<file path="src/hw/rtl/alts_pkg.sv">
// Shared types and constants of the auto-launch throttle sequencer.
package alts_pkg;

    // Flight state codes as seen on the result word
    localparam logic [2:0] FS_LOCKED  = 3'd0;
    localparam logic [2:0] FS_STANDBY = 3'd1;
    localparam logic [2:0] FS_CLIMB   = 3'd2;
    localparam logic [2:0] FS_DESCEND = 3'd3;
    localparam logic [2:0] FS_LAND    = 3'd4;
    localparam logic [2:0] FS_DONE    = 3'd5;

    localparam int unsigned CFG_IDX_W  = 3;
    localparam int unsigned CFG_DATA_W = 15;

    typedef enum logic [CFG_IDX_W-1:0] {
        CFG_STICK_MIN_CHECK  = 3'd0,
        CFG_ONE_G_SCALE      = 3'd1,
        CFG_CLIMB_THROTTLE   = 3'd2,
        CFG_DESCEND_THROTTLE = 3'd3,
        CFG_LAND_THROTTLE    = 3'd4,
        CFG_CLIMB_TICKS      = 3'd5,
        CFG_DESCEND_TICKS    = 3'd6,
        CFG_LAND_TICKS       = 3'd7
    } cfg_idx_t;

    // Pitch forced on a switch launch
    localparam logic signed [3:0] LAUNCH_PITCH = -4'sd5;

    // Throw arithmetic: 10*acc against 17*g, increment = diff/200 clamped to 1000
    localparam int unsigned  THROW_CLAMP_DIFF = 200000;
    localparam logic [9:0]   EXTRA_MAX        = 10'd1000;
    // floor(x/25) = (x*5243) >> 17, exact for x < 25000
    localparam logic [12:0]  DIV25_MUL        = 13'd5243;
    localparam int unsigned  DIV25_SHIFT      = 17;

    typedef struct packed {
        logic [10:0] stick_min_check;
        logic [14:0] one_g_scale;
        logic [10:0] climb_throttle;
        logic [10:0] descend_throttle;
        logic [10:0] land_throttle;
        logic [10:0] climb_ticks;
        logic [10:0] descend_ticks;
        logic [10:0] land_ticks;
    } cfg_t;

    typedef struct packed {
        logic               armed;
        logic [10:0]        aux_switch;
        logic [10:0]        throttle_stick;
        logic [10:0]        throttle_command;
        logic signed [15:0] accel_z;
    } in_word_t;

    typedef struct packed {
        logic [2:0]        flight_state;
        logic [10:0]       throttle_out;
        logic              attitude_override;
        logic signed [3:0] pitch_override;
        logic              clear_integrators;
    } out_word_t;

endpackage

</file>
<file path="src/hw/rtl/alts_cfg_regs.sv">
// Configuration register file of the auto-launch throttle sequencer.
module alts_cfg_regs import alts_pkg::*; (
    input  logic                  aclk,
    input  logic                  aresetn,
    input  logic                  cfg_we,
    input  logic [CFG_IDX_W-1:0]  cfg_index,
    input  logic [CFG_DATA_W-1:0] cfg_wdata,
    output cfg_t                  cfg
);

    cfg_t cfg_reg;

    always_ff @(posedge aclk) begin
        if (!aresetn) begin
            cfg_reg.stick_min_check  <= 11'd1100;
            cfg_reg.one_g_scale      <= 15'd4096;
            cfg_reg.climb_throttle   <= 11'd1750;
            cfg_reg.descend_throttle <= 11'd1500;
            cfg_reg.land_throttle    <= 11'd1650;
            cfg_reg.climb_ticks      <= 11'd1000;
            cfg_reg.descend_ticks    <= 11'd700;
            cfg_reg.land_ticks       <= 11'd350;
        end else if (cfg_we) begin
            case (cfg_idx_t'(cfg_index))
                CFG_STICK_MIN_CHECK:  cfg_reg.stick_min_check  <= cfg_wdata[10:0];
                CFG_ONE_G_SCALE:      cfg_reg.one_g_scale      <= cfg_wdata;
                CFG_CLIMB_THROTTLE:   cfg_reg.climb_throttle   <= cfg_wdata[10:0];
                CFG_DESCEND_THROTTLE: cfg_reg.descend_throttle <= cfg_wdata[10:0];
                CFG_LAND_THROTTLE:    cfg_reg.land_throttle    <= cfg_wdata[10:0];
                CFG_CLIMB_TICKS:      cfg_reg.climb_ticks      <= cfg_wdata[10:0];
                CFG_DESCEND_TICKS:    cfg_reg.descend_ticks    <= cfg_wdata[10:0];
                CFG_LAND_TICKS:       cfg_reg.land_ticks       <= cfg_wdata[10:0];
                default: ;
            endcase
        end
    end

    assign cfg = cfg_reg;

endmodule

</file>
<file path="src/hw/rtl/alts_tick.sv">
// Per-tick sequencer: flight state, phase counter, throw extension and result register.
module alts_tick import alts_pkg::*; (
    input  logic      aclk,
    input  logic      aresetn,
    input  logic      fire,
    input  in_word_t  in_word,
    input  cfg_t      cfg,
    output out_word_t res_word
);

    typedef enum logic [2:0] {
        S_LOCKED  = FS_LOCKED,
        S_STANDBY = FS_STANDBY,
        S_CLIMB   = FS_CLIMB,
        S_DESCEND = FS_DESCEND,
        S_LAND    = FS_LAND,
        S_DONE    = FS_DONE
    } mode_t;

    mode_t       mode_reg, mode_next;
    logic [11:0] phase_reg, phase_next;
    logic [9:0]  extra_reg, extra_next;
    out_word_t   res_reg, res_next;

    // throw detection and time extension
    logic signed [20:0] acc_ext, scaled, limit, diff;
    logic [19:0]        limit_u;
    logic               throw_seen;
    logic [18:0]        diff_u;
    logic [14:0]        diff_div8;
    logic [27:0]        quot_prod;
    logic [9:0]         throw_extra;

    always_comb begin
        acc_ext    = 21'(in_word.accel_z);
        scaled     = acc_ext * 21'sd10;
        limit_u    = 20'(cfg.one_g_scale) * 20'd17;
        limit      = $signed({1'b0, limit_u});
        diff       = scaled - limit;
        throw_seen = scaled > limit;
        diff_u     = diff[18:0];
        diff_div8  = diff_u[17:3];
        quot_prod  = 28'(diff_div8) * 28'(DIV25_MUL);
        if (32'(diff_u) >= THROW_CLAMP_DIFF) begin
            throw_extra = EXTRA_MAX;
        end else begin
            throw_extra = quot_prod[DIV25_SHIFT +: 10];
        end
    end

    logic              forced;
    logic              switch_launch;
    logic [10:0]       thr;
    logic [12:0]       phase_inc;
    logic [12:0]       phase_lim;
    logic              smc_aux_lt, smc_aux_gt, smc_stick_lt, smc_stick_gt;

    always_comb begin
        smc_aux_lt    = in_word.aux_switch < cfg.stick_min_check;
        smc_aux_gt    = in_word.aux_switch > cfg.stick_min_check;
        smc_stick_lt  = in_word.throttle_stick < cfg.stick_min_check;
        smc_stick_gt  = in_word.throttle_stick > cfg.stick_min_check;

        mode_next     = mode_reg;
        phase_next    = phase_reg;
        extra_next    = extra_reg;
        forced        = 1'b0;
        switch_launch = 1'b0;

        // outer rules
        case (mode_reg)
            S_LOCKED: begin
                if (in_word.armed && smc_aux_lt) mode_next = S_STANDBY;
            end
            S_STANDBY: begin
                // disarm drops to locked, but a launch in the same tick still wins
                if (!in_word.armed) mode_next = S_LOCKED;
                if (throw_seen) begin
                    mode_next  = S_CLIMB;
                    phase_next = '0;
                    forced     = 1'b1;
                    extra_next = throw_extra;
                end else if (smc_aux_gt) begin
                    mode_next     = S_CLIMB;
                    phase_next    = '0;
                    forced        = 1'b1;
                    switch_launch = 1'b1;
                    extra_next    = '0;
                end
            end
            S_CLIMB, S_DESCEND, S_LAND: forced = 1'b1;
            S_DONE: begin
                if (smc_aux_gt) mode_next = S_LOCKED;
            end
            default: ;
        endcase

        // manual takeover
        if (mode_next != S_DONE && mode_next != S_LOCKED && smc_stick_gt) mode_next = S_DONE;

        // inner rules
        phase_inc = {1'b0, phase_next} + 13'd1;
        phase_lim = '0;
        case (mode_next)
            S_CLIMB: begin
                thr        = cfg.climb_throttle;
                phase_lim  = 13'(cfg.climb_ticks) + 13'(extra_next);
                phase_next = phase_inc[11:0];
                if (phase_inc > phase_lim) begin
                    mode_next  = S_DESCEND;
                    phase_next = '0;
                end
            end
            S_DESCEND: begin
                thr        = cfg.descend_throttle;
                phase_lim  = 13'(cfg.descend_ticks) + 13'(extra_next);
                phase_next = phase_inc[11:0];
                if (phase_inc > phase_lim) begin
                    mode_next  = S_LAND;
                    phase_next = '0;
                end
            end
            S_LAND: begin
                thr        = cfg.land_throttle;
                phase_lim  = 13'(cfg.land_ticks);
                phase_next = phase_inc[11:0];
                if (phase_inc > phase_lim) begin
                    mode_next  = S_DONE;
                    phase_next = '0;
                end
            end
            default: thr = in_word.throttle_command;
        endcase

        res_next.flight_state      = mode_next;
        res_next.throttle_out      = thr;
        res_next.attitude_override = forced;
        res_next.pitch_override    = switch_launch ? LAUNCH_PITCH : 4'sd0;
        res_next.clear_integrators = mode_next != S_CLIMB && mode_next != S_DESCEND
                                     && smc_stick_lt;
    end

    always_ff @(posedge aclk) begin
        if (!aresetn) begin
            mode_reg  <= S_LOCKED;
            phase_reg <= '0;
            extra_reg <= '0;
        end else if (fire) begin
            mode_reg  <= mode_next;
            phase_reg <= phase_next;
            extra_reg <= extra_next;
            res_reg   <= res_next;
        end
    end

    assign res_word = res_reg;

endmodule

</file>
<file path="src/hw/rtl/auto_launch_throttle_sequencer.sv">
// Top level of the auto-launch throttle sequencer: handshake, word registers, assertions.
//
// One input word is one control tick. The block takes a word in every cycle when the
// result side keeps up, and each word gives exactly one result word: the word is held in
// the input register while the tick logic works on it, and the result register catches
// the outcome when the result side has room. Sustained rate is one word per cycle while
// m_ready keeps up; it is set by the update of the flight state, phase counter and throw
// extension, which every tick reads and writes. s_ready is low only while a word sits in
// the input register and the result register holds a word that m_ready does not take.
// Configuration writes are registered and must be made while no word is in flight.
module auto_launch_throttle_sequencer import alts_pkg::*; (
    input  logic                  aclk,
    input  logic                  aresetn,
    // configuration
    input  logic                  cfg_we,
    input  logic [CFG_IDX_W-1:0]  cfg_index,
    input  logic [CFG_DATA_W-1:0] cfg_wdata,
    // input words
    input  logic                  s_valid,
    output logic                  s_ready,
    input  in_word_t              s_data,
    // result words
    output logic                  m_valid,
    input  logic                  m_ready,
    output out_word_t             m_data
);

    cfg_t      cfg;
    logic      in_valid_reg, in_valid_next;
    in_word_t  in_data_reg;
    logic      out_valid_reg, out_valid_next;
    logic      advance;   // result register free or emptied this cycle
    logic      fire;      // tick logic consumes the input register

    alts_cfg_regs u_cfg (
        .aclk      (aclk),
        .aresetn   (aresetn),
        .cfg_we    (cfg_we),
        .cfg_index (cfg_index),
        .cfg_wdata (cfg_wdata),
        .cfg       (cfg)
    );

    assign advance = !out_valid_reg || m_ready;
    assign fire    = in_valid_reg && advance;
    assign s_ready = !in_valid_reg || advance;

    always_comb begin
        in_valid_next  = (in_valid_reg && !advance) || (s_valid && s_ready);
        out_valid_next = fire || (out_valid_reg && !m_ready);
    end

    always_ff @(posedge aclk) begin
        if (!aresetn) begin
            in_valid_reg  <= 1'b0;
            out_valid_reg <= 1'b0;
        end else begin
            in_valid_reg  <= in_valid_next;
            out_valid_reg <= out_valid_next;
            if (s_valid && s_ready) in_data_reg <= s_data;
        end
    end

    alts_tick u_tick (
        .aclk     (aclk),
        .aresetn  (aresetn),
        .fire     (fire),
        .in_word  (in_data_reg),
        .cfg      (cfg),
        .res_word (m_data)
    );

    assign m_valid = out_valid_reg;

    // a held input word is not overwritten while the tick logic is stalled
    assert property (@(posedge aclk) disable iff (!aresetn)
        in_valid_reg && !advance |=> in_valid_reg && $stable(in_data_reg))
        else $error("input word lost while stalled");

    // forced pitch only comes with forced attitude
    assert property (@(posedge aclk) disable iff (!aresetn)
        m_valid && m_data.pitch_override != 4'sd0 |-> m_data.attitude_override)
        else $error("pitch override without attitude override");

    // integrators are never cleared mid-climb or mid-descent
    assert property (@(posedge aclk) disable iff (!aresetn)
        m_valid && m_data.clear_integrators |->
            m_data.flight_state != FS_CLIMB && m_data.flight_state != FS_DESCEND)
        else $error("integrator clear in powered phase");

    // each consumed tick yields a result word in the next cycle
    assert property (@(posedge aclk) disable iff (!aresetn)
        fire |=> m_valid)
        else $error("result word missing after tick");

endmodule

</file>
<file path="config.mk">
export PLATFORM = sky130hd
export DESIGN_NAME = auto_launch_throttle_sequencer
export DESIGN_NICKNAME = d
export VERILOG_FILES = /design/src/hw/rtl/alts_pkg.sv /design/src/hw/rtl/alts_cfg_regs.sv /design/src/hw/rtl/alts_tick.sv /design/src/hw/rtl/auto_launch_throttle_sequencer.sv
export SDC_FILE = /design/constraint.sdc
export NUM_CORES = 1
export LEC_CHECK = 0
export BUFFER_PORTS_ARGS = -buffer_cell sky130_fd_sc_hd__clkbuf_2
export CAP_MARGIN = 30
export CELL_PAD_IN_SITES_DETAIL_PLACEMENT = 1
export CELL_PAD_IN_SITES_GLOBAL_PLACEMENT = 2
export CORE_ASPECT_RATIO = 0.7
export CORE_UTILIZATION = 39
export CTS_CLUSTER_SIZE = 25
export DETAILED_ROUTE_END_ITERATION = 10
export PLACE_DENSITY_LB_ADDON = 0.15
export SLEW_MARGIN = 10
export SYNTH_ARGS = -nofsm -noshare
export SYNTH_HDL_FRONTEND = slang
export SYNTH_SLANG_ARGS = --single-unit
</file>
<file path="constraint.sdc">
create_clock -name aclk -period 14.16 [get_ports aclk]
set_input_delay 0 -clock aclk [delete_from_list [all_inputs] [get_ports aclk]]
set_output_delay 0 -clock aclk [all_outputs]
set_load 0.05 [all_outputs]
</file>
---- Word-level counts from Yosys, hierarchy flattened ----
Index checks and enable logic that the tools add are counted.
storage, ports and cells
  register bits ........................... 189
  bits of input ports ..................... 73
  output and inout port bits .............. 22
  word-level logic and storage cells ...... 117
cells by class
  add/subtract/negate cells ............... 4
  $mul .................................... 3
  magnitude comparators ................... 9
  equality and inequality tests ........... 18
  mux-type cells .......................... 29
  reductions and logical operators ........ 31
operators with widths
  kind                    number
  $mux 12                 6
  $mux 10                 4
  $pmux 12 s3             1
  $pmux 11 s3             1
  $mul 15x13->27 const B  1
  $mux 3                  9
  $gt 13x13->1            2
  $add 11x10->12          2
  $gt 11x11->1            2
  $lt 11x11->1            2
  $eq 3x3->1 const B      7
  $gt 21x21->1            1
  $mul 15x5->20 const B   1
  $mul 16x4->20 const B   1
  $reduce_and 2->1        10
  $ge 19x18->1 const B    1
  $sub 19x19->19          1
  $eq 3x2->1 const B      6
  $pmux 3 s3              2
  $add 12x1->13 const B   1
  $gt 13x11->1            1
  $logic_and 1x1->1       9
  $eq 3x1->1 const B      2
  $logic_not 3->1         2
  other kinds (9)         19

---- Logic depth before layout (Yosys ltp) ----
  depth after elaboration ................. 13
  gate-level depth with buffers ........... 60
  mapped depth without buffers ............ 59

---- Cells and area by module ----
From an unflattened synthesis, not the netlist that was laid out.
unflattened totals
  cell total of the unflattened synthesis .. 1660
  area, all modules ....................... 15796.4 sq um
modules (own cells, without submodules)
  module                          instances  cells an instance  area an instance (sq um)  seq. area each (sq um)
  alts_tick                       1          1267               10672.7                   1011.0
  alts_cfg_regs                   1          333                3529.6                    1841.8
  auto_launch_throttle_sequencer  1          60                 1594.0                    1541.5

---- Worst setup path after synthesis ----
Ideal clock, no wire load.
  kind .................................... reg2reg
  from .................................... register in_data_reg[2] (netlist bit)
  to ...................................... register u_tick.phase_reg[2]
  setup time .............................. 59 ps
  data arrival time ....................... 11054 ps
  data required time ...................... 14101 ps
  slack ................................... 3047 ps
  cell stages (with the launch flop) ...... 56
  path buffers ............................ 1
  period minus slack after synthesis ...... 11113 ps
  path through ............................ edfxtp_1 ha_1 ha_1 a21o_1 a21oi_1 nor2b_1 o21a_1 o211ai_1 xnor2_1 ha_1 nand4_1 a211oi_2 o31a_1 o21ai_0 nor2b_1 xnor2_1 inv_1 nor2_1 [20 not listed] o21ai_0 a21oi_1 o21ai_0 a21oi_1 o21a_1 nor2_1 xor2_1 ha_1 nand2_1 nor2_1 a2111oi_0 o21ai_0 o31a_1 nand2_1 nor4b_1 o21a_1 buf_4 a22o_1
between the ends
  longest elaborated chain between the ends .. 10
  elaborated cells between the ends (all ways) .. 30
  classes of those cells .................. add/sub (4); mul (2); order compare (5); eq/ne (4); mux (12); reduce/logical (3)
ends and longest elaborated chain
  item                                            line                                  RTL
  from (decl)                                     auto_launch_throttle_sequencer.sv:30  in_word_t in_data_reg;
  from (signal assigned)                          auto_launch_throttle_sequencer.sv:60  if (s_valid && s_ready) in_data_reg <= s_data;
  $mul 16x4->20 (*)                               alts_tick.sv:36                       scaled = acc_ext * 21'sd10;
  $sub 19x19->19                                  alts_tick.sv:39                       diff = scaled - limit;
  $mul 15x13->27 or $ge 19x18->1 (tied branches)  alts_tick.sv:43, alts_tick.sv:44
  $mux 10                                         alts_tick.sv:44                       if (32'(diff_u) >= THROW_CLAMP_DIFF) begin
  $mux 10 (*)                                     alts_tick.sv:78                       if (throw_seen) begin
  $mux 10 (*)                                     alts_tick.sv:71                       case (mode_reg)
  named net u_tick.extra_next[0]                  alts_tick.sv:22                       logic [9:0] extra_reg, extra_next;
  $add 11x10->12, on equally long branches        alts_tick.sv:116, alts_tick.sv:107
  $gt 13x13->1, on equally long branches          alts_tick.sv:118, alts_tick.sv:109
  $mux 12, on equally long branches               alts_tick.sv:118, alts_tick.sv:109
  $pmux 12 s3 (*)                                 alts_tick.sv:104                      case (mode_next)
  to (signal assigned)                            alts_tick.sv:150                      phase_reg <= phase_next;
  to (decl)                                       alts_tick.sv:21                       logic [11:0] phase_reg, phase_next;
Mark *: on every way through the listed nets, which the timed path passes. The rest lies on a longest branch.
A chain may end at the register's enable or synchronous reset.

---- Worst setup path in the final report ----
  from .................................... register in_data_reg[2] (netlist bit)
  to ...................................... register u_tick.phase_reg[7]
The elaborated chain is that of the path after synthesis.

==> metrics <==
synth warn=0; Compound-Gate Fraction of Synth Area=between 10% and 20%; sequential share of the synthesized area=around 29%; max reg flops=92; RSZ-0062 raised after global routing=false; I/O pin count=95; ant diodes=0; Congestion Overflow GR=0; top-count cell post-synth=ha_1; P&R area growth vs syn=14.6%; routed via count=12600; Die W=239 µm; final setup violation count=0; crit path to=u_tick.phase_reg[7]$_SDFFE_PN0P_; slowest cell delay on critical path=~0.68 ns; cells after synthesis=roughly 1700; Worst Reg2Reg Path Length in Cells=53; leading area contributor after synthesis=ha_1; placed insts=2284; slowest stage cell on the critical path=xnor2_1; Clock Latency Late Sink=0.48 ns; type of origin of the critical path=flop; number of max-cap violations=0; Initial Util=between 30% and 40%; initial antenna violation count=0; Post-Synth Adder-Cell Area=a little under 30%; GRT Overall Usage=approximately a quarter; worst endpoint required time=14.57 ns; minimum clock period after layout=between 10 and 15 ns; Post-synth EDFFs=between 60 and 70; asr flop ratio synth=0%; Final Hold Violating Endpoints=0; Post-CTS Setup Bufs=0; Final period util=between 90% and 100%; critical path class=reg -> reg; top fanout value on the critical path=10; Slew Limit Fails=0; Crit path top cell by count=ha_1; vias in the first global route=between 10000 and 15000; simple logic cell fraction of the synthesized area=between 15 and 20%; Syn Std Cell Area=about 15000 µm²; slew at the pin closest to its max-slew limit=between 0.9 and 1 ns; Setup TNS Final=0 ns; worst reg2reg path startpoint=in_data_reg[2]$_DFFE_PP_; Synth area leaders=ha_1 21%, dfxtp_1 16%, edfxtp_1 13%; DR vias/cell=approximately 5.3; drt first pass iters=5; fmax=77.0 MHz; Critical Path AT=13.40 ns; DR DRC count=0; Worst setup EP type=flop; Setup crit start=in_data_reg[2]$_DFFE_PP_; first-pass GRT wire length=75.6 mm; Sink Count=about 190; CTS Buf Count=17; wire per inst=approximately 20 µm; register bit total from synthesis=around 190; remaining antenna violation count=0; DP HPWL=around 36 mm; clk buf depth=2; die span in y=168 µm; worst reg2reg endpoint=u_tick.phase_reg[7]$_SDFFE_PN0P_; Distinct cells, synth=76; DIE AREA=40200 µm²; flop-to-flop setup slack=roughly 1.2 ns; Synth top area share=a little over a fifth; DR iter-0 viols=approximately 620; Final Non-Filler Cells=2379; CTS root buf=clkbuf_16; outcome=completed; GP Congestion=between 0.8 and 0.9; largest family of logic cells by synthesized area=adder cells; skew final=0.0344 ns; largest net degree at the start of global routing=51; Synth top cells by count=259 x ha_1, 232 x nand2_1, 200 x inv_1; layout cells sized above 1=about a tenth; Port Buffers=93; CTS tree=built; clock-pin slew on the worst setup and hold paths=about 0.090 ns; syn nets=2100; Avg Inst Size Synth=about 9 µm²; num rows=60; layout net count=between 2000 and 2500; hold crit path type=in -> reg; H-tree lvl count=4; ys flop type=dfxtp_1; worst rel slew slack=a little over a third; routed wire length=roughly 47 mm; Core Region=a little under 40000 µm²; post-synthesis xor/xnor area fraction=under 10%; post-CTS sizing=0; mux contribution to synthesized area=0.928%
## per-layer routing
metal	global-route usage (%)	vias up	share of wire [%]
met5	0	-	0
met4	3.93	0	0.68
met3	3.33	23	2.9
met2	39.3	189	46
met1	35.4	6197	51
li1	-	6166	-
## repair_timing
action,CTS,global route
hold endpoints to repair,67,0
setup endpoints to repair,0,0
hold buffers,60,0
## critical path: cells and delay by family (launching register included)
kind	cells	cell delay (ns)
flops	1	0.41
simple gates	10	1.89
buf+inv	4	0.30
compound gates	24	4.94
xor+xnor	4	1.21
fa+ha+maj	11	4.16
## cell families after synthesis
| family | Yosys count |
|---|---|
| simple gates | 511 |
| compound gates | 335 |
| fa+ha+maj | 325 |
| buf+inv | 255 |
| flops | 186 |
| xor+xnor | 75 |
| mux | 14 |
| other cells | 1 |
## metrics by stage
stage / setup slack (ns) / hold WS (ns) / cell area [µm²] / util, %
CTS: 1.18 / 0.00106 / 17600 / 45.6
global route: 0.122 / 0.0178 / 17600 / 45.6
finish: 1.17 / 0.0214 / 17600 / 45.6
global placement: 1.67 / 0.177 / 16400 / 42.4
floorplan: 3.05 / 0.0989 / 15400 / -
detailed placement: 1.23 / 0.179 / 16400 / 42.4
## worst min path at each step
stage,depth (start not counted),end,from
floorplan,0,in_data_reg[0]$_DFFE_PP_,s_data[0]
detailed placement,1,in_data_reg[41]$_DFFE_PP_,s_data[41]
global route,3,u_cfg.cfg[18]$_SDFFE_PN1P_,cfg_wdata[7]
global placement,1,in_data_reg[24]$_DFFE_PP_,s_data[24]
finish,3,u_cfg.cfg[26]$_SDFFE_PN0P_,cfg_wdata[4]
CTS,3,u_cfg.cfg[10]$_SDFFE_PN0P_,cfg_wdata[10]
## cell usage in the layout, fill, tap and decap left out, types with 66 or more instances in the layout
| cell | n |
|---|---|
| a21oi_1 | 116 |
| ha_1 | 259 |
| edfxtp_1 | 67 |
| nand2_1 | 232 |
| nand3_1 | 71 |
| inv_1 | 200 |
| clkbuf_2 | 93 |
| dfxtp_1 | 119 |
| nor2_1 | 82 |
| fa_1 | 66 |
## cell type report
cell class	instances	area [µm²]
timing repair buffer	171	1200
fill	4526	21000
inverter	202	758
multi-input combinational	1261	9980
tap	527	659
clock inverter	15	185
clock buffer	17	425
sequential	186	4390
Power is not shown: default switching activity piles up to over one toggle a cycle in this logic, so the estimate is an artifact.
